File: src/hw/rtl/pwvp_pkg.sv
// ----------------------------------------------------------------------------
// pwvp_pkg: shared types and constants of the winch velocity profile
// Item types, stored segment type, divider handshake structs and codes.
// ----------------------------------------------------------------------------
`timescale 1ns / 1ps

package pwvp_pkg;

    // Item kinds
    localparam logic MODE_WRITE = 1'b0;
    localparam logic MODE_EVAL  = 1'b1;

    // Segment control kinds
    localparam logic [1:0] CTRL_LOCKED    = 2'd0;
    localparam logic [1:0] CTRL_FREE      = 2'd1;
    localparam logic [1:0] CTRL_MOTORIZED = 2'd2;
    localparam logic [1:0] CTRL_NO_CHANGE = 2'd3;

    // Configuration register indexes
    localparam int REG_IDX_W = 1;
    localparam logic [REG_IDX_W-1:0] REG_WINCH_RADIUS  = 1'd0;
    localparam logic [REG_IDX_W-1:0] REG_SEGMENT_COUNT = 1'd1;

    localparam int CFG_DATA_W = 32;

    // Reset values of the configuration registers
    localparam logic [31:0] RADIUS_RESET = 32'h0001_0000;
    localparam logic [4:0]  COUNT_RESET  = 5'd1;

    // Saturation limits of a signed Q16.16 value
    localparam logic signed [31:0] SAT_MAX = 32'sh7FFF_FFFF;
    localparam logic signed [31:0] SAT_MIN = 32'sh8000_0000;

    // Serial divider geometry: 48-bit dividend, 32-bit divisor
    localparam int DIV_NUM_W = 48;
    localparam int DIV_DEN_W = 32;
    localparam int DIV_CNT_W = 6;

    typedef struct packed {
        logic               mode;
        logic [3:0]         segment_slot;
        logic [31:0]        segment_start;
        logic [1:0]         segment_control;
        logic signed [31:0] segment_speed;
        logic signed [31:0] segment_accel;
        logic [31:0]        query_time;
    } req_item_t;

    typedef struct packed {
        logic [3:0]         active_segment;
        logic [1:0]         drive_control;
        logic signed [31:0] linear_speed;
        logic signed [31:0] angular_speed;
    } rsp_item_t;

    typedef struct packed {
        logic [31:0]        start;
        logic [1:0]         kind;
        logic signed [31:0] speed;
        logic signed [31:0] accel;
    } seg_entry_t;

    typedef struct packed {
        logic                 start;
        logic [DIV_NUM_W-1:0] dividend;
        logic [DIV_DEN_W-1:0] divisor;
    } div_req_t;

    typedef struct packed {
        logic                 done;
        logic [DIV_NUM_W-1:0] quotient;
        logic [DIV_DEN_W-1:0] remainder;
    } div_rsp_t;

endpackage

File: src/hw/rtl/pwvp_seg_mem.sv
// ----------------------------------------------------------------------------
// pwvp_seg_mem: segment table
// One write port and one read port, read data registered.
// ----------------------------------------------------------------------------
`timescale 1ns / 1ps

module pwvp_seg_mem
    import pwvp_pkg::*;
#(
    parameter int DEPTH  = 16,
    parameter int ADDR_W = 4
)
(
    input  logic              clk,
    input  logic              wr_en,
    input  logic [ADDR_W-1:0] wr_addr,
    input  seg_entry_t        wr_data,
    input  logic              rd_en,
    input  logic [ADDR_W-1:0] rd_addr,
    output seg_entry_t        rd_data
);

    seg_entry_t mem [DEPTH];
    seg_entry_t rd_data_reg;

    always_ff @(posedge clk)
    begin
        if (wr_en)
        begin
            mem[wr_addr] <= wr_data;
        end
    end

    always_ff @(posedge clk)
    begin
        if (rd_en)
        begin
            rd_data_reg <= mem[rd_addr];
        end
    end

    assign rd_data = rd_data_reg;

endmodule

File: config.mk
export PLATFORM = sky130hd
export DESIGN_NAME = pwvp_seg_mem
export DESIGN_NICKNAME = d
export VERILOG_FILES = /design/src/hw/rtl/pwvp_pkg.sv /design/src/hw/rtl/pwvp_seg_mem.sv
export SDC_FILE = /design/constraint.sdc
export NUM_CORES = 1
export LEC_CHECK = 0
export BUFFER_PORTS_ARGS = -buffer_cell sky130_fd_sc_hd__buf_2
export CAP_MARGIN = 0
export CORE_UTILIZATION = 35
export CTS_CLUSTER_SIZE = 10
export DETAILED_ROUTE_END_ITERATION = 6
export GPL_ROUTABILITY_DRIVEN = 0
export REMOVE_ABC_BUFFERS = 1
export SLEW_MARGIN = 0
export SYNTH_ARGS = -nofsm -noshare
export SYNTH_HDL_FRONTEND = slang
export SYNTH_SLANG_ARGS = --single-unit
File: constraint.sdc
create_clock -name clk -period 24.3 [get_ports clk]
set_clock_uncertainty 0.2 [all_clocks]
set_input_delay 4.86 -clock clk [delete_from_list [all_inputs] [get_ports clk]]
set_output_delay 4.86 -clock clk [all_outputs]
set_load 0.03 [all_outputs]
Word-level counts from Yosys, hierarchy flattened
Memory sizes are Yosys's and may differ from the RTL's. A register that Yosys moved wholly into a read port is not among the register bits.
Cells that the tools add are included.
W data, S select, Z words.

cells by class
  multiplexer cells = 2

operators by type and width
  kind     number
  $mux W1  2

word-level totals
  register bits after elaboration = 0
  logic and storage cells = 3
  bits in writable memories = 1568
  input port bits = 109
  output and inout bits = 98
  memories = 1

memory list
  name  words  width  read ports  clocked after Yosys merged registers in  wr ports  RTL line            source
  mem   16     98     1           1                                        1         pwvp_seg_mem.sv:23  seg_entry_t mem [DEPTH];

Longest topological paths before layout
Gate-level depths: netlist of run 1.

  word-level depth = 2
  mapped depth = 6
  gate-level depth less buffers = 3

Worst setup path before layout of run 1
Ideal clock, no wire load.

  path type = input port to flip-flop
  start = in wr_addr[2]
  end = mem mem[0][0] (netlist name) (enable)
  setup time = 676 ps
  required time = 23424 ps
  data arrival time = 12002 ps
  path slack = 11421 ps
  buffers on the path = 0
  cell stages on the path = 2
  path through = or3b_2 -> nor3_1

RTL lines
  element      RTL line            source
  from (decl)  pwvp_seg_mem.sv:16  input logic [ADDR_W-1:0] wr_addr,
  to (decl)    pwvp_seg_mem.sv:23

Straight into the memory's write port.

==> results of run 1 <==
## critical path: stages
cell and delay [ns]:
buf_8 0.57, buf_4 0.76, buf_4 0.81, buf_4 0.62, buf_4 0.73, buf_4 0.79, mux4_2 0.59, a22oi_1 0.21
nand2_1 0.09
## worst max path at each step
stage / start / endpoint / slack, ns / cells after the start
after floorplan: wr_addr[2] / mem[0][0]$_DFFE_PP_ / 11.42 / 2
after global placement: rd_addr[0] / rd_data[45]$_DFFE_PP_ / 13.19 / 9
after detailed placement: rd_addr[0] / rd_data[45]$_DFFE_PP_ / 13.17 / 9
after CTS: rd_addr[0] / rd_data[45]$_DFFE_PP_ / 14.02 / 9
after global routing: rd_addr[0] / rd_data[45]$_DFFE_PP_ / 13.61 / 9
final: rd_addr[0] / rd_data[45]$_DFFE_PP_ / 14.27 / 9
## area by class of cell
class                           count  share of cell area [%]
Antenna cell                        8                  0.0285
Clock buffer                      198                    6.80
Clock inverter                     16                   0.221
Multi-Input combinational cell    713                    15.5
Sequential cell                  1666                    71.1
Tap cell                         2325                    4.13
Timing Repair Buffer              248                    2.16
## layer usage
layer | vias to the layer above | global-route usage (%) | wire length (microns)
li1 | 11400 | - | -
met3 | 259 | 2.89 | 6780
met5 | - | 0 | 213
met2 | 710 | 28.6 | 75700
met4 | 32 | 5.38 | 3970
met1 | 14800 | 20.0 | 56900
## power groups by stage
stage          clock network [W]  registers, W  logic (W)
6_report                 0.00240       0.00326   0.000293
5_1_grt                  0.00256       0.00327   0.000315
4_1_cts                  0.00246       0.00326   0.000300
3_5_place_dp                   0       0.00332   0.000300
3_3_place_gp                   0       0.00332   0.000296
2_1_floorplan                  0       0.00335   0.000124
## logic make-up (layout without fill, tap and decap cells)
group | count (synthesis) | after routing | synth area share, %
flops | 1666 | 1666 | 81.3
buf+inv | 131 | 462 | 1.09
other cells | 0 | 8 | 0
mux | 392 | 392 | 14.4
simple gates | 125 | 125 | 0.814
compound gates | 196 | 196 | 2.39
## stage by stage
stage / hold WS, ns / instance area (sq um) / cells / util [%]
final: 0.520 / 70400 / 5174 / 40.4
after global routing: 0.543 / 70300 / 5170 / 40.4
after CTS: 0.523 / 70300 / 5166 / 40.4
after detailed placement: 0.529 / 65400 / 4952 / 37.5
after global placement: 0.525 / 65400 / 4952 / 37.5
after floorplan: 0.510 / 60800 / 2379 / -
## placed cells by master (no fill, tap or decap)
master	netlist	routed
edfxtp_1	1666	1666
mux4_2	392	392
buf_2	20	203
a22oi_1	196	196
clkbuf_16	0	190
nand2_1	99	99
buf_4	37	30
nor2_4	0	13
buf_12	0	12
diode_2	0	8
clkbuf_1	55	8
inv_6	0	6
nor3_2	0	4
clkinv_2	0	4
nor2b_4	0	2
nand3b_1	2	2
nand2b_1	2	2
clkinv_1	0	2
buf_8	0	2
and2_4	0	1
nand3_1	1	1
or3b_2	1	1
clkinv_8	0	1
inv_16	0	1
clkinv_4	0	1
bufinv_16	0	1
buf_6	2	1
==> results.txt, run 1 <==
Clock sink count: 1666
Vias in the first global route: 28700
Vias per cell: 5.25
# hold bufs at CTS: 0
Synth area leader: edfxtp_1
VDD IR max: 0.0619 mV
RR Startpoint: mem[3][5]$_DFFE_PP_
Worst Hold End: rd_data[31]$_DFFE_PP_
Top cell type's share of synthesized area: 81.3%
Drt drc: 0
Die Footprint: 0.177 sq mm
Reg-to-reg setup timing slack: 22.60 ns
Crit path launch type: primary input
Register area: 0.0500 sq mm
Die Span Y: 421 microns
RSZ-0062 raised after global routing: false
P_sw: 0.00123 W
Worst hold path type: flop to flop
Crit Path Max Fanout: 73
Most common cell in the synthesized netlist: edfxtp_1
DIE WIDTH: 421 microns
Power share of the sequential group: 54.7%
Core area: 0.174 sq mm
Setup repair bufs after CTS: 0
Detailed-placement wirelength estimate: 65200 microns
Worst Hold Launch: mem[6][31]$_DFFE_PP_
Final net count: 2925
Inserted Clock Buffers: 187
Pre-antenna DRT Iters: 5
Pre-CTS worst setup slack: 13.17 ns
WP data arrival: 10.35 ns
Post-CTS sizing: 0
Slew headroom: 27.5%
Drt wl/cell: 27.7 microns
Final Cycle Share: 41.3%
1st-iter DRT viols: 2368
PortBufs: 206
Final Hold Fails: 0
Clk_lat worst skew: 0.79 ns
Worst Path Required: 24.61 ns
IO Pins: 207
P&R area growth vs syn: 14.4%
Gate power share: 4.9%
Slew @ Worst Pin: 1.09 ns
Top post-synthesis cells by area: edfxtp_1 (81%), mux4_2 (14%), a22oi_1 (2.4%)
Post-synthesis register bit count: 1666
DRT antenna net count: 0
Cells after Synth: 2510
Starting Density: 35.3%
Core Rows: 153
Seq/Total Area, Yosys: 81.3%
Clk pwr share: 40.3%
Fmax: 0.0997 GHz
R2R depth: 3
GRT Total Usage: 16.2%
Initial antenna violation count: 45
Post-synth EDFFs: 1666
Final min period: 10.03 ns
MaxCap Viol Count: 0
Status: finished, final reports clean
Fill cells: 15200
Element type at the critical path end: flop
Final Max Tran Viols: 0
Clock buffer depth: 3
Largest net degree at the start of global routing: 129
P_int: 0.00473 W
Vias: 27200
Final setup viols: 0
Switch share: 20.6%
Aggregate routed wire length: 144000 microns
CTS tree: built
Crit Path Class: primary input to flop
Slack of the critical path: 14.27 ns
CTS clock-pin slew for the worst setup and hold paths: 0.05 ns
H-tree Lvls: 4
First-pass GRT wire length: 206000 microns
Gr ovfl total: 0
Max reg flops: 1568
Proportion of layout cells with a drive suffix above 1: 30.4%
Primary FF master, synth: edfxtp_1
Setup TNS: 0 ns
Syn_area_per_cell: 24.5 sq um
Cell variety after synth: 17
Async set-reset flop share out of synthesis: 0%
Multi-input logic area: 0.0109 sq mm
Synth Cell Area: 0.0615 sq mm
Pleak: 22.0 nW
Hold Path Cell Cnt: 3
Synth top cells by count: edfxtp_1 (1666), mux4_2 (392), a22oi_1 (196)
Final total power: 0.00596 W
Yosys Warn Count: 0
Reg2reg end: rd_data[5]$_DFFE_PP_
Pwr/cell area: 84.7 mW/mm^2
Clk root buf: clkbuf_16
Note: power is estimated with default switching activity, not from simulation.
==> inputs of run 2 (changes only) <==
==> constraint.sdc (replaced) <==
create_clock -name clk -period 10.1 [get_ports clk]
set_clock_uncertainty 0.2 [all_clocks]
set_input_delay 2.02 -clock clk [delete_from_list [all_inputs] [get_ports clk]]
set_output_delay 2.02 -clock clk [all_outputs]
set_load 0.03 [all_outputs]
==> run 2 against run 1 <==
Cell area about the same. First-iteration DRC count fell by 4.1%. Routed wire length is 1.0% lower. Non-clock buffer count is 8 lower. Combinational power increased by 140%. Register-to-register slack got worse by 14 ns. Global-route usage down 0.20 points. Worst hold slack improved by 0.013 ns. Total power increased by 140%. Largest cell class unchanged. Largest power group unchanged. Highest routed layer unchanged.
==> results.txt, run 2 (synthesized netlist as in run 1, its figures left out) <==
DP Area: 0.0654 sq mm
Clock buffer depth: 3
Core Rows: 153
Final Cycle Share: 45.4%
Final Hold Fails: 0
MaxCap Viol Count: 0
GRT Total Usage: 16.0%
H-tree Lvls: 4
Crit Path Class: primary input to flop
Worst Path Required: 10.43 ns
Fill cells: 15100
Worst hold path type: flop to flop
Slew @ Worst Pin: 1.04 ns
Die Footprint: 0.177 sq mm
R2R depth: 3
Clk pwr share: 40.3%
Gate power share: 4.9%
CTS tree: built
Power share of the sequential group: 54.8%
Final Max Tran Viols: 0
Setup TNS: 0 ns
First-pass GRT wire length: 205000 microns
Hold Path Cell Cnt: 3
Slack of the critical path: 5.51 ns
Pleak: 22.0 nW
Pre-CTS worst setup slack: 4.64 ns
Fmax: 0.218 GHz
Reg-to-reg setup timing slack: 8.37 ns
Inserted Clock Buffers: 186
Aggregate routed wire length: 142000 microns
Reg2reg end: rd_data[60]$_DFFE_PP_
Hold slack final: 0.533 ns
Vias in the first global route: 28900
CTS clock-pin slew for the worst setup and hold paths: 0.05 ns
Setup repair bufs after CTS: 0
Gr ovfl total: 0
DIE WIDTH: 421 microns
Detailed-placement wirelength estimate: 61900 microns
Core area: 0.174 sq mm
VDD IR max: 0.165 mV
Largest net degree at the start of global routing: 113
IO Pins: 207
P&R area growth vs syn: 14.5%
Drt drc: 0
Die Span Y: 421 microns
Commonest cells after routing, fill and taps aside: edfxtp_1 (1666), mux4_2 (392), buf_2 (203)
P_sw: 0.00299 W
Switch share: 20.9%
Vias: 27200
Commonest non-fill, non-tap cell in the layout: edfxtp_1
Proportion of layout cells with a drive suffix above 1: 30.3%
Final min period: 4.59 ns
Starting Density: 35.3%
RR Startpoint: mem[11][60]$_DFFE_PP_
Crit Path Max Fanout: 99
Post-CTS sizing: 0
Clk_lat worst skew: 0.80 ns
Slew headroom: 30.4%
Max reg flops: 1568
WP data arrival: 4.92 ns
Final net count: 2916
Final setup viols: 0
PortBufs: 206
Initial antenna violation count: 45
Worst Hold Launch: mem[14][64]$_DFFE_PP_
P_int: 0.0113 W
Final instance area: 0.0704 sq mm
Final total power: 0.0143 W
Clk root buf: clkbuf_16
Vias per cell: 5.26
DRT antenna net count: 0
Drt wl/cell: 27.5 microns
1st-iter DRT viols: 2272
Crit path launch type: primary input
Status: finished, final reports clean
Clock sink count: 1666
Element type at the critical path end: flop
Pwr/cell area: 204 mW/mm^2
Worst Hold End: rd_data[64]$_DFFE_PP_
Pre-antenna DRT Iters: 5
# hold bufs at CTS: 0
RSZ-0062 raised after global routing: false
-- run 2: worst max-delay path: stages --
cell and delay, ns:
buf_8 0.41, buf_4 0.67, buf_12 0.65, mux4_2 0.60
a22oi_1 0.22, nand2_1 0.07
-- run 2: area by class of cell --
cell class / count / area, sq um / area share, %
diodes: 8 / 20.0 / 0.0284
clock buffers: 194 / 4730 / 6.71
clock inverters: 19 / 215 / 0.306
multi-input cells: 713 / 10900 / 15.5
flip-flops and latches: 1666 / 50000 / 71.1
well taps: 2325 / 2910 / 4.13
repair buffers: 240 / 1580 / 2.24
-- run 2: worst max-delay path by stage --
stage	start	slack (ns)	cells after the start	end
after floorplan	wr_addr[2]	0.06	2	mem[0][0]$_DFFE_PP_
after global placement	rd_addr[0]	4.64	6	rd_data[77]$_DFFE_PP_
after detailed placement	rd_addr[0]	4.64	6	rd_data[47]$_DFFE_PP_
after CTS	rd_addr[0]	5.51	6	rd_data[46]$_DFFE_PP_
after global routing	rd_addr[0]	5.23	6	rd_data[77]$_DFFE_PP_
final	rd_addr[0]	5.51	6	rd_data[91]$_DFFE_PP_
-- run 2: routing by layer --
metal | wire length [microns] | GRT usage, % | vias up
met3 | 7320 | 2.95 | 243
met5 | 218 | 0 | -
li1 | - | - | 11400
met4 | 2860 | 4.41 | 34
met1 | 57600 | 20.2 | 14800
met2 | 74000 | 28.1 | 696
-- run 2: power groups by stage --
stage | clock (W) | combinational, W | sequential, W
final | 0.00578 | 0.000708 | 0.00785
after global routing | 0.00615 | 0.000764 | 0.00786
after CTS | 0.00592 | 0.000728 | 0.00785
after detailed placement | 0 | 0.000727 | 0.00799
after global placement | 0 | 0.000718 | 0.00799
after floorplan | 0 | 0.000297 | 0.00805
-- run 2: per-stage QoR --
step	util [%]	cells
finish	40.4	5165
floorplan	-	2379
global placement	37.6	4944
global route	40.4	5160
CTS	40.4	5157
detailed placement	37.6	4944
