===== config.mk =====
export PLATFORM = sky130hd
export DESIGN_NAME = pwvp_divider
export DESIGN_NICKNAME = d
export VERILOG_FILES = /design/src/hw/rtl/pwvp_pkg.sv /design/src/hw/rtl/pwvp_divider.sv
export SDC_FILE = /design/constraint.sdc
export NUM_CORES = 1
export LEC_CHECK = 0
export ABC_CLOCK_PERIOD_IN_PS = 3770
export BUFFER_PORTS_ARGS = -buffer_cell sky130_fd_sc_hd__buf_2
export CAP_MARGIN = 20
export CORE_MARGIN = 3
export CORE_UTILIZATION = 32
export CTS_CLUSTER_DIAMETER = 100
export DETAILED_ROUTE_END_ITERATION = 8
export GPL_TIMING_DRIVEN = 1
export PLACE_DENSITY = 0.56
export SLEW_MARGIN = 20
export SYNTH_ARGS = -nofsm -noshare
export SYNTH_HDL_FRONTEND = slang
export SYNTH_SLANG_ARGS = --single-unit

===== constraint.sdc =====
create_clock -name clk -period 3.77 [get_ports clk]
set_input_delay 0.5655 -clock clk [delete_from_list [all_inputs] [get_ports clk]]
set_output_delay 0.5655 -clock clk [all_outputs]
set_load 0.05 [all_outputs]

===== src/hw/rtl/pwvp_pkg.sv =====
// ----------------------------------------------------------------------------
// pwvp_pkg: shared types and constants of the winch velocity profile
// Item types, stored segment type, divider handshake structs and codes.
// ----------------------------------------------------------------------------
`timescale 1ns / 1ps

package pwvp_pkg;

    // Item kinds
    localparam logic MODE_WRITE = 1'b0;
    localparam logic MODE_EVAL  = 1'b1;

    // Segment control kinds
    localparam logic [1:0] CTRL_LOCKED    = 2'd0;
    localparam logic [1:0] CTRL_FREE      = 2'd1;
    localparam logic [1:0] CTRL_MOTORIZED = 2'd2;
    localparam logic [1:0] CTRL_NO_CHANGE = 2'd3;

    // Configuration register indexes
    localparam int REG_IDX_W = 1;
    localparam logic [REG_IDX_W-1:0] REG_WINCH_RADIUS  = 1'd0;
    localparam logic [REG_IDX_W-1:0] REG_SEGMENT_COUNT = 1'd1;

    localparam int CFG_DATA_W = 32;

    // Reset values of the configuration registers
    localparam logic [31:0] RADIUS_RESET = 32'h0001_0000;
    localparam logic [4:0]  COUNT_RESET  = 5'd1;

    // Saturation limits of a signed Q16.16 value
    localparam logic signed [31:0] SAT_MAX = 32'sh7FFF_FFFF;
    localparam logic signed [31:0] SAT_MIN = 32'sh8000_0000;

    // Serial divider geometry: 48-bit dividend, 32-bit divisor
    localparam int DIV_NUM_W = 48;
    localparam int DIV_DEN_W = 32;
    localparam int DIV_CNT_W = 6;

    typedef struct packed {
        logic               mode;
        logic [3:0]         segment_slot;
        logic [31:0]        segment_start;
        logic [1:0]         segment_control;
        logic signed [31:0] segment_speed;
        logic signed [31:0] segment_accel;
        logic [31:0]        query_time;
    } req_item_t;

    typedef struct packed {
        logic [3:0]         active_segment;
        logic [1:0]         drive_control;
        logic signed [31:0] linear_speed;
        logic signed [31:0] angular_speed;
    } rsp_item_t;

    typedef struct packed {
        logic [31:0]        start;
        logic [1:0]         kind;
        logic signed [31:0] speed;
        logic signed [31:0] accel;
    } seg_entry_t;

    typedef struct packed {
        logic                 start;
        logic [DIV_NUM_W-1:0] dividend;
        logic [DIV_DEN_W-1:0] divisor;
    } div_req_t;

    typedef struct packed {
        logic                 done;
        logic [DIV_NUM_W-1:0] quotient;
        logic [DIV_DEN_W-1:0] remainder;
    } div_rsp_t;

endpackage


===== src/hw/rtl/pwvp_divider.sv =====
// ----------------------------------------------------------------------------
// pwvp_divider: unsigned restoring divider
// One quotient bit per cycle; done pulses once the last quotient bit is in.
// ----------------------------------------------------------------------------
`timescale 1ns / 1ps

module pwvp_divider
    import pwvp_pkg::*;
(
    input  logic     clk,
    input  logic     rst_n,
    input  div_req_t req,
    output div_rsp_t rsp
);

    logic                 busy_reg, busy_next;
    logic                 done_reg, done_next;
    logic [DIV_CNT_W-1:0] cnt_reg, cnt_next;
    logic [DIV_NUM_W-1:0] quo_reg, quo_next;
    logic [DIV_DEN_W-1:0] rem_reg, rem_next;
    logic [DIV_DEN_W-1:0] den_reg, den_next;
    logic [DIV_DEN_W:0]   trial;
    logic                 fits;

    assign trial = {rem_reg, quo_reg[DIV_NUM_W-1]};
    assign fits  = (trial >= {1'b0, den_reg});

    always_comb
    begin
        busy_next = busy_reg;
        done_next = 1'b0;
        cnt_next  = cnt_reg;
        quo_next  = quo_reg;
        rem_next  = rem_reg;
        den_next  = den_reg;
        if (req.start)
        begin
            busy_next = 1'b1;
            cnt_next  = DIV_CNT_W'(DIV_NUM_W);
            quo_next  = req.dividend;
            rem_next  = '0;
            den_next  = req.divisor;
        end
        else if (busy_reg)
        begin
            // shift in the next dividend bit, subtract when the divisor fits
            quo_next = {quo_reg[DIV_NUM_W-2:0], fits};
            rem_next = fits ? DIV_DEN_W'(trial - {1'b0, den_reg}) : DIV_DEN_W'(trial);
            cnt_next = cnt_reg - DIV_CNT_W'(1);
            if (cnt_reg == DIV_CNT_W'(1))
            begin
                busy_next = 1'b0;
                done_next = 1'b1;
            end
        end
    end

    always_ff @(posedge clk or negedge rst_n)
    begin
        if (!rst_n)
        begin
            busy_reg <= 1'b0;
            done_reg <= 1'b0;
            cnt_reg  <= '0;
        end
        else
        begin
            busy_reg <= busy_next;
            done_reg <= done_next;
            cnt_reg  <= cnt_next;
        end
    end

    always_ff @(posedge clk)
    begin
        quo_reg <= quo_next;
        rem_reg <= rem_next;
        den_reg <= den_next;
    end

    assign rsp.done      = done_reg;
    assign rsp.quotient  = quo_reg;
    assign rsp.remainder = rem_reg;

endmodule


## Yosys cells after proc, flatten, opt, wreduce, memory -nomap -nowiden

Index checks and enable logic that the tools add are counted.

| word-level totals | value |
|---|---|
| register bits | 120 |
| input bits | 83 |
| output and inout bits | 81 |
| logic and storage cells | 22 |

| operators by class | value |
|---|---|
| add/subtract/negate cells | 2 |
| $lt $le $gt $ge | 1 |
| eq/ne operators | 1 |
| muxes and demuxes | 11 |
| reductions and logical operators | 1 |

Operator list:

| cell | count |
|---|---|
| 2-to-1 mux 48 bit | 2 |
| >= comparator 33 x 32 -> 1 bit | 1 |
| 2-to-1 mux 32 bit | 1 |
| subtractor 32 bit | 1 |
| 2-to-1 mux 6 bit | 2 |
| equality test 6 x 1 -> 1 bit (second input constant) | 1 |
| 2-to-1 mux 1 bit | 6 |
| subtractor 6 x 1 -> 6 bit (second input constant) | 1 |
| nonzero test 2 bit | 1 |

## Logic depth before layout (Yosys ltp)

Gate-level depths: netlist (run 1).

| depth | value |
|---|---|
| depth after elaboration | 4 |
| mapped depth | 12 |
| depth with buffers taken out | 11 |

## Least setup slack after synthesis (run 1)

No wires, ideal clock.

| path | value |
|---|---|
| path type | register to register |
| start point | register rem_reg[25] |
| end point | register rem_reg[15] |
| setup time | 0.149 ns |
| data arrival time | 2.734 ns |
| required time | 3.621 ns |
| slack | 0.887 ns |
| stages on the path, launching flop included | 12 |
| path buffers | 2 |
| period minus slack after synthesis | 2.883 ns |
| path through | dfxtp_1 ha_1 buf_6 a21oi_2 o21ai_2 a21oi_2 nor2b_1 or4_4 o21a_4 buf_4 o211ai_1 a311oi_2 |

| between the ends | value |
|---|---|
| cells in the longest elaborated chain, start to end | 2 |

Ends and longest elaborated chain:

| item | RTL line | RTL |
|---|---|---|
| start, declared | pwvp_divider.sv:20 | `logic [DIV_DEN_W-1:0] rem_reg, rem_next;` |
| start signal, assigned | pwvp_divider.sv:77 | `rem_reg <= rem_next;` |
| >= comparator 33 x 32 -> 1 bit | pwvp_divider.sv:26 | `assign fits = (trial >= {1'b0, den_reg});` |
| 2-to-1 mux 32 bit | pwvp_divider.sv:48 | `rem_next = fits ? DIV_DEN_W'(trial - {1'b0, den_reg}) : DIV_DEN_W'(trial);` |

Every way passes these cells.
A chain may end at the register's enable or synchronous reset.

## Worst setup path after layout (run 1)

| path | value |
|---|---|
| start point | register den_reg[6] |
| end point | register rem_reg[11] |

| between the ends | value |
|---|---|
| cells in the longest elaborated chain, start to end | 2 |
| elaborated cells between the ends (all ways) | 3 |
| classes of those cells | 1 x add/sub; 1 x order compare; 1 x mux |

Ends and longest elaborated chain:

| item | RTL line | RTL |
|---|---|---|
| start, declared | pwvp_divider.sv:21 | `logic [DIV_DEN_W-1:0] den_reg, den_next;` |
| start signal, assigned | pwvp_divider.sv:78 | `den_reg <= den_next;` |
| subtractor 32 bit or >= comparator 33 x 32 -> 1 bit (tied branches) | pwvp_divider.sv:48, pwvp_divider.sv:26 |  |
| 2-to-1 mux 32 bit (*) | pwvp_divider.sv:48 |  |

Every way passes the cells marked *; elsewhere a longest branch is shown, timed or not.

==> flow_summary.yaml, run 1 <==
final_layout:
  register_area_sq_um: 3243
  drive_above_1_share_pct: 33.22
  syn_to_final_growth_pct: 23.20
  multi_input_area_sq_um: 3427
  fin_area_sq_um: 8672
  largest_reg_flops: 48
  nets: 951
  layout.cells.non_filler: 1122
  num-fill-cells: 2122
synthesis:
  syn_area_sq_um: 7039
  avgSynthCellArea_sq_um: 10.32
  synth_edf_count: 80
  ys_types: 70
  synthCells: 682
  synth_seq_cells: 120
  ys_seq_area_share_pct: 46.07
  synth_nets: 800
  async_flop_share_pct: 6.667
  yosys_most_used_dff: "edfxtp_1"
  yosysWarnings: 0
critical_path:
  critPathMaxFanout: 22
  cp_data_required_time_ns: 4.03
  cp.arrival_ns: 3.34
  reg2regPathDepth: 10
  crit_path_end_kind: "flip-flop"
  rr_startpoint: "den_reg[6]"
  path_class: "reg2reg"
  cp-start-kind: "flip-flop"
  r2r-end: "rem_reg[11]"
  reg2reg_slack_ns: 0.69
die:
  dieArea_sq_um: 23810
  fp.dieW_microns: 154.3
  initial_utilization_pct: 33.07
  dieHeight_microns: 154.3
  io_pins: 164
  coreArea_sq_um: 21290
  row_count: 53
clock_tree:
  postCtsSetupBuffers: 0
  htree_num_levels: 4
  cts-buffers-inserted: 17
  clock-root-buffer: "clkbuf_16"
  cts_tree: "done"
  path_clk_slew_ns: 0.06
  cts_buffer_depth: 2
  clock_sinks: 120
  clk_latency_ns: 0.43
  ctsResizeCount: 0
outcome:
  status: "finished, final reports clean"
detailed_routing:
  dr.pass1.iters: 5
  viasPerCell: 5.168
  drt_iter0_markers: 507
  routed_wl_microns: 19660
  wl_per_cell_microns: 17.52
  drc_errors: 0
  postRouteAntennaNets: 0
  route.vias.total: 5799
timing:
  max_slew_margin_pct: 50.16
  finClkSkew_ns: 0.008694
  tightestPinTransition_ns: 0.7475
  setup_viol: 0
  clock.fmax_mhz: 325.0
  tns_ns: 0
  period_share_pct: 81.63
  final_max_slew_viol_count: 0
  hold_violations: 0
  fin_crit_ns: 3.077
  rsz0062_at_grt: "no"
grt:
  grtUsageTotal_pct: 16.26
  antenna_found_initial: 1
  grt_max_degree: 58
  grt_pass1_wl_microns: 30880
  grt-ovfl-total: 0
  grt_pass1_vias: 5636
min_path:
  hold_end: "den_reg[4]"
  holdCritPathClass: "in2reg"
  min_path_cells: 1
  hold_start: "req[4]"
power_and_ir_drop:
  finalPower_mw: 5.521
  peakVddDrop_mv: 0.3059
  p_leak_nw: 3.745
  p_per_area_nw_per_um2: 636.7
job:
  maxCapViolations: 0
placed_design:
  hpwl_microns: 14070
  dp_cells: 1088
  placed_area_sq_um: 8077
  io_buffers: 163
  gp_congestion: 0.8566
[worst max path at each step]
stage | startpoint | to | slack, ns | cells past startpoint
after floorplan | rem_reg[25] | rem_reg[15] | 0.89 | 11
after global placement | den_reg[26] | rem_reg[22] | 0.79 | 10
after detailed placement | rem_reg[25] | rem_reg[11] | 0.74 | 9
after CTS | rem_reg[25] | rem_reg[11] | 0.73 | 9
after global routing | den_reg[20] | rem_reg[9] | 0.47 | 10
final | den_reg[6] | rem_reg[11] | 0.69 | 10
[stage by stage]
stage	hold slack, ns	utilization, %	setup slack [ns]
finish	0.3146	40.74	0.6927
global route	0.2962	40.74	0.4699
CTS	0.2955	40.70	0.7290
detailed placement	0.4153	37.94	0.7433
global placement	0.4198	37.94	0.7869
floorplan	0.2699	-	0.8867
[layout make-up]
type	instances	share of cell area, %
Antenna cell	1	0.02886
Clock inverter	15	1.760
Tap cell	275	3.968
Inverter	47	2.034
Multi-Input combinational cell	475	39.52
Timing Repair Buffer	172	10.39
Sequential cell	120	37.40
Clock buffer	17	4.905
[metal layers]
| metal | global-route usage (%) | share of wire [%] | vias to the layer above |
|---|---|---|---|
| met3 | 4.421 | 5.6 | 29 |
| met5 | 0 | 0 | - |
| met1 | 22.23 | 47 | 2732 |
| met2 | 25.35 | 46 | 174 |
| met4 | 4.668 | 1.7 | 0 |
| li1 | - | - | 2864 |
[synthesized netlist by cell type, types with 3 or more instances]
| library cell | instances | share of area (%) |
|---|---|---|
| edfxtp_1 | 80 | 34 |
| nor2_1 | 51 | 2.7 |
| inv_1 | 47 | 2.5 |
| mux2_2 | 47 | 7.5 |
| nand2_1 | 45 | 2.4 |
| a21oi_1 | 36 | 2.6 |
| ha_1 | 34 | 6.0 |
| dfxtp_1 | 32 | 9.1 |
| nand3_1 | 30 | 2.1 |
| o21ai_0 | 23 | 1.6 |
| clkbuf_1 | 19 | 1.0 |
| nor3_1 | 19 | 1.4 |
| xnor2_1 | 16 | 2.0 |
| nand4_1 | 14 | 1.2 |
| a21o_1 | 13 | 1.4 |
| o211ai_1 | 12 | 1.3 |
| a311oi_1 | 11 | 1.4 |
| buf_2 | 10 | 0.71 |
| dfrtp_1 | 8 | 2.8 |
| nand2b_1 | 8 | 0.71 |
| o21ai_1 | 8 | 0.57 |
| xor2_1 | 7 | 0.87 |
| a311oi_2 | 6 | 1.3 |
| o2111ai_1 | 6 | 0.75 |
| o21a_1 | 6 | 0.64 |
| o311ai_0 | 6 | 0.75 |
| buf_1 | 5 | 0.27 |
| nor2b_1 | 5 | 0.44 |
| or2_2 | 5 | 0.44 |
| a21oi_2 | 4 | 0.50 |
| buf_6 | 4 | 0.64 |
| nor4_1 | 4 | 0.36 |
| o31ai_1 | 4 | 0.43 |
| or3_1 | 4 | 0.36 |
| a31oi_1 | 3 | 0.27 |
| a32oi_1 | 3 | 0.37 |
| and2_1 | 3 | 0.27 |
| and3_1 | 3 | 0.27 |
| o21bai_1 | 3 | 0.32 |
[worst max-delay path, stage by stage (launching register included)]
cell,delay [ns]
edfxtp_1,0.36
inv_1,0.05
ha_1,0.36
a21oi_1,0.23
nand2_1,0.12
o211a_1,0.27
o21ai_1,0.28
a211oi_2,0.16
o21a_4,0.33
nor2_2,0.52
o311ai_0,0.24
[report_power, final]
part,switching [mW],total [mW],internal [mW]
Sequential,0.153,1.76,1.61
Clock,0.684,1.62,0.932
Combinational,1.43,2.15,0.713
[layout by cell type (no fill, tap or decap), drive strengths merged, types with 12 or more instances in the layout]
cell,n
xnor2,16
mux2,47
a21oi,40
clkbuf,17
o211ai,12
buf,171
o21ai,33
nand2,45
dfxtp,32
inv,57
nor3,19
ha,34
nand4,14
nor2,52
edfxtp,80
a21o,13
nand3,30
a311oi,17
[what timing repair did]
action                     in CTS  in global routing
setup endpoints to repair       0                  0
hold endpoints to repair        8                  0
hold buffers                    1                  0
[cell families (layout without fill, tap and decap cells)]
group / after synthesis / in the layout / share of synthesized area [%]
and+or+nand+nor: 200 / 200 / 13.83
xor gates and xnor gates: 23 / 23 / 2.862
AOI/OAI and AO/OA: 169 / 169 / 17.90
adders and majority gates: 35 / 35 / 6.328
buffers and inverters: 87 / 251 / 5.350
other: 0 / 1 / 0
muxes: 48 / 48 / 7.661
DFF: 120 / 120 / 46.07
Power figures use the tool's default switching activity.
==> inputs of run 2 (changes only) <==
--- a/config.mk
+++ b/config.mk
@@ -5,7 +5,7 @@
 export SDC_FILE = /design/constraint.sdc
 export NUM_CORES = 1
 export LEC_CHECK = 0
-export ABC_CLOCK_PERIOD_IN_PS = 3770
+export ABC_CLOCK_PERIOD_IN_PS = 2570
 export BUFFER_PORTS_ARGS = -buffer_cell sky130_fd_sc_hd__buf_2
 export CAP_MARGIN = 20
 export CORE_MARGIN = 3
@@ -13,7 +13,7 @@
 export CTS_CLUSTER_DIAMETER = 100
 export DETAILED_ROUTE_END_ITERATION = 8
 export GPL_TIMING_DRIVEN = 1
-export PLACE_DENSITY = 0.56
+export PLACE_DENSITY = 0.58
 export SLEW_MARGIN = 20
 export SYNTH_ARGS = -nofsm -noshare
 export SYNTH_HDL_FRONTEND = slang
==> constraint.sdc (replaced) <==
create_clock -name clk -period 2.57 [get_ports clk]
set_input_delay 0.3855 -clock clk [delete_from_list [all_inputs] [get_ports clk]]
set_output_delay 0.3855 -clock clk [all_outputs]
set_load 0.05 [all_outputs]
==> flow_summary.yaml, run 2 (same netlist as run 1, synthesis figures left out) <==
critical_path:
  cp.arrival_ns: 2.96
  crit_path_end_kind: "flip-flop"
  critPathMaxFanout: 7
  critPathMaxStageDelay_ns: 0.52
  critical_path.top_delay_family: "simple AND/OR/NAND/NOR gates"
  cpMaxStageDelayCell: "or4_4"
  cp-start-kind: "flip-flop"
  path_cells: "inv_2 -> ha_4 -> buf_4 -> nand2_2 -> nor2_2 -> nand3_1 -> nor2_1 -> or4_4 -> o21ai_4 -> buf_12 -> buf_8 -> nand3_2 -> a311oi_2"
  path_class: "reg2reg"
  cp_data_required_time_ns: 2.88
  critPathBufInv: 4
timing:
  hold_violations: 0
  clock.fmax_mhz: 378.0
  final_max_slew_viol_count: 0
  hold_ws_ns: 0.1282
  max_slew_margin_pct: 47.40
  tightestPinTransition_ns: 0.7890
  period_share_pct: 102.9
  finClkSkew_ns: 0.01544
  rsz0062_at_grt: "yes"
  worst_slack_ns: -0.07540
  fin_crit_ns: 2.645
  setup_viol: 9
die:
  row_count: 53
  dieArea_sq_um: 23810
  fp.dieW_microns: 154.3
  initial_utilization_pct: 33.07
  coreArea_sq_um: 21290
  dieHeight_microns: 154.3
  io_pins: 164
grt:
  antenna_found_initial: 0
  grt-ovfl-total: 0
  grt_pass1_wl_microns: 33620
  grt_pass1_vias: 6224
  grtUsageTotal_pct: 17.61
  grt_max_degree: 65
clock_tree:
  cts_buffer_depth: 2
  cts-buffers-inserted: 17
  htree_num_levels: 4
  cts_tree: "done"
  clock-root-buffer: "clkbuf_16"
  path_clk_slew_ns: 0.07
  clk_latency_ns: 0.43
  clock_sinks: 120
placed_design:
  pre_cts_slack_ns: -0.1540
  io_buffers: 163
  gp_congestion: 0.9013
  hpwl_microns: 15300
  placed_area_sq_um: 8906
  dp_cells: 1177
final_layout:
  layout_common_cells: "162 x buf_2, 97 x buf_4, 80 x edfxtp_1"
  syn_to_final_growth_pct: 45.18
  layout.cells.non_filler: 1224
  largest_reg_flops: 48
  final_common_cell: "buf_2"
  final_core_util_pct: 48.01
  antennaDiodeCount: 0
  drive_above_1_share_pct: 52.16
  nets: 1054
  fin_area_sq_um: 10220
detailed_routing:
  dr.pass1.iters: 5
  drt_iter0_markers: 387
  routed_wl_microns: 21870
  viasPerCell: 5.180
  postRouteAntennaNets: 0
  route.vias.total: 6340
  drc_errors: 0
  wl_per_cell_microns: 17.87
power_and_ir_drop:
  p_leak_nw: 4.367
  peakVddDrop_mv: 0.4395
  p_per_area_nw_per_um2: 906.7
job:
  maxCapViolations: 0
outcome:
  violations: "setup timing"
  status: "finished with violations"
min_path:
  holdCritPathClass: "in2reg"
run 2: cell count changes in the layout (fill, tap and decap cells not counted), sizes merged:
cell and delta:
clkbuf +1, clkinvlp +1, clkinv -1, buf +102
diode -1
run 2: worst reg2reg max path: stages (launching register included):
cell	delay, ns
edfxtp_1	0.38
inv_2	0.08
ha_4	0.22
buf_4	0.15
nand2_2	0.08
nor2_2	0.05
nand3_1	0.11
nor2_1	0.05
or4_4	0.52
o21ai_4	0.20
buf_12	0.16
buf_8	0.14
nand3_2	0.10
a311oi_2	0.30
run 2: where the power goes:
group | internal [mW] | switching (mW) | leakage (nW)
clock | 1.39 | 1.06 | 0.289
combinational | 1.72 | 2.47 | 2.89
sequential | 2.39 | 0.227 | 1.19
run 2: routing by layer:
metal	up-vias	track usage (%)	routed length [microns]
met2	209	27.93	10380
li1	3076	-	-
met5	-	0	0
met3	18	4.813	1382
met4	0	3.995	164
met1	3037	24.12	9944
run 2: path summary, 6_finish.rpt:
check                                  from     endpoint  slack [ns]  depth (start not counted)
worst min-delay path                req[10]  den_reg[10]        0.13                          1
min in group asynchronous             rst_n   cnt_reg[0]        0.35                          2
worst min register to register  rem_reg[24]  rem_reg[25]        0.51                          2
worst max register to register  den_reg[26]  rem_reg[29]       -0.08                         13
max in group asynchronous             rst_n   cnt_reg[5]        2.04                          2
worst max-delay path            den_reg[26]  rem_reg[29]       -0.08                         13
run 2: stage by stage:
step | power, mW | setup TNS (ns)
2_1_floorplan | 5.105 | -0.005692
3_3_place_gp | 6.296 | -0.07901
5_1_grt | 9.771 | -2.471
6_report | 9.266 | -0.2736
3_5_place_dp | 6.305 | -0.9320
4_1_cts | 8.907 | -0.003539
run 2: cell type report:
| cell class | instances | area [sq um] |
|---|---|---|
| clock buffer | 17 | 425.4 |
| clock inverter | 15 | 175.2 |
| fill | 1954 | 11070 |
| inverter | 47 | 176.4 |
| multi-input combinational | 475 | 4010 |
| sequential | 120 | 3307 |
| tap | 275 | 344.1 |
| timing repair buffer | 275 | 1782 |
run 2: timing repair:
item                                    CTS  global route
hold buffers                              1             0
cloned                                    2             2
gates resized for setup                  22            95
buffers inserted                          2             8
hold endpoints to repair                  8             0
pin swaps                                 8            52
endpoints found under the setup margin   22            33
